### config.mk
export PLATFORM = sky130hd
export DESIGN_NAME = rsams_front
export DESIGN_NICKNAME = d
export VERILOG_FILES = /design/src/sv/rsams_pkg.sv /design/src/sv/rsams_front.sv
export SDC_FILE = /design/constraint.sdc
export NUM_CORES = 1
export LEC_CHECK = 0
export BUFFER_PORTS_ARGS = -buffer_cell sky130_fd_sc_hd__buf_4
export CAP_MARGIN = 30
export CORE_MARGIN = 4
export CORE_UTILIZATION = 40
export CTS_BUF_LIST = sky130_fd_sc_hd__clkbuf_2 sky130_fd_sc_hd__clkbuf_4 sky130_fd_sc_hd__clkbuf_8
export CTS_CLUSTER_DIAMETER = 30
export DETAILED_ROUTE_END_ITERATION = 8
export GPL_ROUTABILITY_DRIVEN = 0
export GPL_TIMING_DRIVEN = 0
export HOLD_SLACK_MARGIN = 0.05
export PLACE_DENSITY = 0.76
export SKIP_CTS_REPAIR_TIMING = 1
export SLEW_MARGIN = 15
export SYNTH_ARGS = -nofsm -noshare
export SYNTH_HDL_FRONTEND = slang
export SYNTH_SLANG_ARGS = --single-unit
### constraint.sdc
create_clock -name clk -period 4.1 [get_ports clk]
set_input_delay 0.615 -clock clk [delete_from_list [all_inputs] [get_ports clk]]
set_output_delay 0.615 -clock clk [all_outputs]
set_load 0.03 [all_outputs]
### src/sv/rsams_pkg.sv
package rsams_pkg;

    localparam logic [1:0] ACT_ADD  = 2'd0;
    localparam logic [1:0] ACT_SET  = 2'd1;
    localparam logic [1:0] ACT_QRY  = 2'd2;
    localparam logic [1:0] ACT_NONE = 2'd3;

    localparam logic [31:0] EMPTY_MIN = 32'h3f3f3f3f;
    localparam logic [31:0] OUT_CAP   = 32'h7fffffff;
    localparam logic [10:0] CC_RESET  = 11'd1024;

    typedef struct packed {
        logic [1:0]  action;
        logic [4:0]  row_low;
        logic [4:0]  row_high;
        logic [10:0] col_low;
        logic [10:0] col_high;
        logic [29:0] value;
    } req_t;

    typedef struct packed {
        logic [31:0] total;
        logic [30:0] smallest;
        logic [30:0] largest;
    } rsp_t;

    // clipped request handed from front to back
    typedef struct packed {
        logic [1:0]  action;
        logic [4:0]  rl;
        logic [4:0]  rh;
        logic [10:0] cl;
        logic [10:0] ch;
        logic [29:0] value;
        logic        empty;
    } cmd_t;

endpackage

### src/sv/rsams_front.sv
module rsams_front
    import rsams_pkg::*;
#(
    parameter int MAX_ROWS = 20,
    parameter int MAX_COLS = 1024
) (
    input  logic        clk,
    input  logic        rst_n,
    input  logic        cfg_we,
    input  logic [10:0] cfg_data,
    input  logic        push,
    output logic        full,
    input  req_t        req,
    output logic        q_valid,
    input  logic        q_pop,
    output cmd_t        q_cmd
);

    logic [10:0] cc_reg;
    cmd_t        q_mem [2];
    logic        wp_reg, rp_reg;
    logic [1:0]  cnt_reg;
    cmd_t        cmd;
    logic [31:0] cc;
    logic        do_push, do_pop;

    // clip spans and classify
    always_comb
    begin
        cc = 32'(cc_reg);
        if (cc < 32'd1)
            cc = 32'd1;
        if (cc > 32'(MAX_COLS))
            cc = 32'(MAX_COLS);
        cmd.action = req.action;
        cmd.value  = req.value;
        cmd.rl     = (req.row_low == 5'd0) ? 5'd1 : req.row_low;
        cmd.rh     = (32'(req.row_high) > 32'(MAX_ROWS)) ? 5'(MAX_ROWS) : req.row_high;
        cmd.cl     = (req.col_low == 11'd0) ? 11'd1 : req.col_low;
        cmd.ch     = (32'(req.col_high) > cc) ? 11'(cc) : req.col_high;
        cmd.empty  = (cmd.rl > cmd.rh) || (cmd.cl > cmd.ch);
    end

    assign full    = cnt_reg == 2'd2;
    assign q_valid = cnt_reg != 2'd0;
    assign q_cmd   = q_mem[rp_reg];
    assign do_push = push && !full && req.action != ACT_NONE;
    assign do_pop  = q_pop && q_valid;

    // hold config and advance queue pointers
    always_ff @(posedge clk or negedge rst_n)
    begin
        if (!rst_n)
        begin
            cc_reg  <= CC_RESET;
            wp_reg  <= 1'b0;
            rp_reg  <= 1'b0;
            cnt_reg <= 2'd0;
        end
        else
        begin
            if (cfg_we)
                cc_reg <= cfg_data;
            if (do_push)
                wp_reg <= !wp_reg;
            if (do_pop)
                rp_reg <= !rp_reg;
            cnt_reg <= cnt_reg + 2'(do_push) - 2'(do_pop);
        end
    end

    // store the request
    always_ff @(posedge clk)
    begin
        if (do_push)
            q_mem[wp_reg] <= cmd;
    end

endmodule

---- Word-level counts from Yosys, hierarchy flattened ----
Memory sizes are Yosys's and may differ from the RTL's.
Cells that the tools add are included.
word-level totals
  bits in latches ......................... 0
  memories ................................ 1
  input bits .............................. 80
  logic and storage cells ................. 33
  output and inout bits ................... 67
  register bits ........................... 15
  bits in writable memories ............... 130
  memory bits (read-only) ................. 0
operators by class
  order comparisons ....................... 6
  reductions and logical operators ........ 10
  equality and inequality tests ........... 2
  add/subtract/negate cells ............... 2
  bitwise operators ....................... 0
  shift-type cells ........................ 0
  muxes and demuxes ....................... 8
  multipliers ............................. 0
  div/mod/pow operators ................... 0
memories
  memory  words  width  read ports  clocked after Yosys merged registers in  write ports  RTL line           source
  q_mem   2      65     1           0                                        1            rsams_front.sv:20  cmd_t q_mem [2];
operators with widths
  cell                    count
  $mux W11                4
  $gt A11 B32 Y1          1
  $gt A32 B11 Y1 const B  1
  $gt A11 B11 Y1          1
  $logic_not A11 Y1       1
  $lt A11 B1 Y1 const B   1
  $mux W5                 2
  $gt A5 B5 Y1            1
  $gt A5 B5 Y1 const B    1
  $logic_not A5 Y1        1
  $logic_and A1 B1 Y1     3
  $logic_not A1 Y1        3
  $add A2 B1 Y2           1
  $eq A2 B2 Y1 const B    1
  $mux W1                 2
  $ne A2 B2 Y1 const B    1
  $reduce_bool A2 Y1      1
  $sub A2 B1 Y2           1
  $logic_or A1 B1 Y1      1

---- Longest topological paths before layout ----
  depth in word-level cells ............... 8
  gate-level depth with buffers ........... 16
  depth with buffers taken out ............ 15

---- Worst setup path before layout ----
OpenSTA, ideal clock, no wires.
  path type ............................... reg2reg
  start ................................... register cnt_reg[1]
  end ..................................... memory q_mem[0][0] in the netlist's numbering, enable pin
  path slack .............................. -0.001 ns
  path buffers ............................ 0
  cell stages (with the launch flop) ...... 5
  setup time .............................. 0.488 ns
  arrival time ............................ 3.613 ns
  path through ............................ dfrtp_1 > nor2b_1 > a21oi_1 > nand2_1 > nor2_1
between the ends
  word-level cells in the longest chain between the ends .. 6
ends and longest elaborated chain
  item                               RTL line           source
  from (decl)                        rsams_front.sv:22  logic [1:0] cnt_reg;
  from (signal assigned)             rsams_front.sv:68  cnt_reg <= cnt_reg + 2'(do_push) - 2'(do_pop);
  $eq A2 B2 Y1                       rsams_front.sv:44  assign full = cnt_reg == 2'd2;
  named net full                     rsams_front.sv:12  output logic full,
  $logic_not A1 Y1                   rsams_front.sv:47  assign do_push = push && !full && req.action != ACT_NONE;
  $logic_and A1 B1 Y1 (2 in series)  rsams_front.sv:47
  $mux W1                            rsams_front.sv:75  if (do_push)
  $mux W1 (implied by the code)      rsams_front.sv:76  q_mem[wp_reg] <= cmd;
  to (decl)                          rsams_front.sv:20
The timed path passes the listed nets, and every way through them passes these cells.

==> flow_summary.toml <==
[clock_network]
clk_pin_slew_ns = 0.07
tritoncts = "built"
clock_path_buffers = 2
clock-root-buffer = "clkbuf_8"
h-tree-depth = 4
clock_latency_ns = 0.44
cts_buffers = 17
cts_sinks = 145

[job]
maxCapViolCount = 0

[floorplanning]
core_um2 = 15400
die_h_um = 134
rows = 45
die-width_um = 134
start_util_pct = 41.4
ioPinCount = 147
dieArea_um2 = 18000

[power_and_ir_drop]
ir_drop_uv = 394
power_uw = 5160
power-per-cell-area_nw_per_um2 = 630
p_leak_uw = 0.00323

[setup_path]
crit_required_ns = 4.26
cp_max_fo = 10
crit_chain = "clkbuf_2 -> nor2b_1 -> inv_1 -> ha_1 -> nor2b_1 -> o211ai_1 -> a21oi_1 -> o21ai_2 -> buf_4 -> mux2i_1 -> ha_1 -> a21o_1 -> a21oi_1 -> nor2b_1 -> a2111oi_2 -> o22ai_1"
crit_type = "register to register"
arrival_ns = 3.95
startpoint = "cc_reg[10]"
r2r_end = "q_mem[0][0]"
cpPeakStageDelay_ns = 0.40
setup.worst_path.end_class = "register"
r2r-start = "cc_reg[10]"
rr_worst_depth = 16
cp-start-kind = "register"
critPathMostFrequentCell = "nor2b_1"
crit_end = "q_mem[0][0]"
rrSetupSlack_ns = 0.31
cp_slowest_cell = "a2111oi_2"

[sta]
relSlewSlack_pct = 50.1
grt_setup_unrepaired = "false"
hold_viol = 0
drv_slew = 0
setup_viol = 0
fin_crit_sh_pct = 92.4
worstMarginPinSlew_ns = 0.747
fin_skew_ns = 0.00988
clock.fmax_mhz = 264
whs_ns = 0.363
fin_crit_ns = 3.79

[grt]
grt_pass1_wl_um = 21100
grt_use_total_pct = 15.4
grt_antenna_before_repair = 0
grt_pass1_vias = 4205
grt_max_degree = 27
overflow = 0

[finish]
syn_to_final_growth_pct = 29.0
mostFrequentLayoutCells = "buf_4 (147), edfxtp_1 (130), mux2_2 (75)"
drive_above_1_share_pct = 46.3
nNetsFinal = 672
layout_commonest_cell = "buf_4"
fill_cells = 1278
largest_reg_flops = 130
insertedDiodeCount = 0
finalNonFillerCells = 786

[detailed_routing]
totalWireLength_um = 13300
detail-route-antenna-nets = 0
drc_errors = 0
post_drt_via_cell_ratio = 4.90
drt_iter0_drc = 168
firstDrtPassIters = 4
num_vias = 3854
drt-wirelength-per-cell_um = 16.9

[synth]
synth.distinct_cells = 37
ys_warn_count = 0
syn_area_per_cell_um2 = 16.2
synth_seq_cells = 145
synth_area_um2 = 6360
mappedNetlistNets = 502
synthCells = 393
yosysSeqAreaShare_pct = 67.3

[placed_design]
dp_cells = 754
dp_hpwl_um = 10000
numPortBuffers = 146

[run_status]
outcome = "complete, no violations"

[worst_hold_path]
hold_class = "primary input to register"
-- worst min-delay path by stage --
stage,from,end,depth (start not counted)
final,req[2],q_mem[1][3],1
after global routing,req[11],q_mem[0][12],1
after CTS,rst_n,wp_reg,1
after detailed placement,rst_n,wp_reg,1
after global placement,cnt_reg[1],cnt_reg[1],1
after floorplan,rst_n,cc_reg[0],0
-- metrics by stage --
| stage | instance area (µm²) | setup WS (ns) | utilization (%) | setup TNS [ns] |
|---|---|---|---|---|
| 2_1_floorplan | 6360 | -0.00117 | - | -0.152 |
| 6_report | 8200 | 0.311 | 53.4 | 0 |
| 3_3_place_gp | 7720 | -1.67 | 50.2 | -215.72 |
| 5_1_grt | 8200 | 0.0334 | 53.4 | 0 |
| 4_1_cts | 8180 | -0.107 | 53.2 | -0.214 |
| 3_5_place_dp | 7830 | -0.0613 | 50.9 | -0.123 |
-- where the power goes --
group	total [µW]	internal [µW]	switching, µW
clock	1030	522	507
combinational	2130	882	1250
sequential	2000	1930	73.3
-- final cells by class --
cell class / count / area, µm² / area share [%]
sequential: 145 / 4280 / 52.2
multi-input combinational: 203 / 1910 / 23.3
tap: 211 / 264 / 3.22
timing repair buffer: 151 / 1200 / 14.6
clock inverter: 14 / 124 / 1.51
inverter: 19 / 71.3 / 0.870
clock buffer: 17 / 234 / 2.85
buffer: 26 / 115 / 1.40
-- cells by family (layout without fill, tap and decap cells) --
kind of cell,Yosys count,after routing,share of synthesized area [%]
fa+ha+maj,29,29,5.71
mux,97,97,17.0
buf+inv,45,227,2.91
compound gates,28,28,2.72
flops,145,145,67.3
xor+xnor,4,4,0.551
simple gates,45,45,3.80
-- metal layers --
layer	vias up	GRT usage, %	part of all wire [%]
met5	-	0	0
met4	0	5.88	1.9
met3	19	5.21	6.6
met2	127	26.3	51
met1	1901	17.9	40
li1	1807	-	-
-- Yosys cell counts --
library cell / number / area [µm²]
mux2_2: 75 / 845
nor3_1: 2 / 10.0
a21oi_2: 1 / 8.76
buf_1: 1 / 3.75
nand4_1: 4 / 25.0
edfxtp_1: 130 / 3900
buf_2: 4 / 20.0
a31oi_1: 1 / 6.26
buf_6: 1 / 11.3
dfrtp_1: 14 / 350
nor2b_1: 13 / 81.3
nor2_1: 7 / 26.3
inv_1: 19 / 71.3
mux2_1: 11 / 124
and4_1: 1 / 8.76
nand2b_1: 1 / 6.26
o211ai_1: 2 / 15.0
o21ai_0: 5 / 25.0
clkbuf_1: 19 / 71.3
nor4_1: 3 / 18.8
a21o_1: 2 / 15.0
o21ai_2: 1 / 8.76
ha_1: 29 / 363
buf_4: 1 / 7.51
mux2i_1: 11 / 110
a2111oi_0: 1 / 8.76
o22ai_1: 2 / 12.5
xnor2_1: 3 / 26.3
dfstp_2: 1 / 26.3
nand2_1: 8 / 30.0
xor2_1: 1 / 8.76
or2_2: 2 / 12.5
nand3_1: 2 / 10.0
a41o_1: 1 / 10.0
and2_1: 2 / 12.5
a211oi_1: 1 / 7.51
a21oi_1: 11 / 55.1
-- worst max-delay path: cells and delay by family, from the launching register on --
kind | cells | cell delay [ns]
flip-flops | 1 | 0.38
AO/OA/AOI/OAI | 7 | 1.30
buffers and inverters | 3 | 0.50
AND/OR/NAND/NOR | 3 | 0.46
adder cells (fa/ha/maj) | 2 | 0.58
multiplexers | 1 | 0.29
No activity file was read; power rests on OpenSTA's default activity.
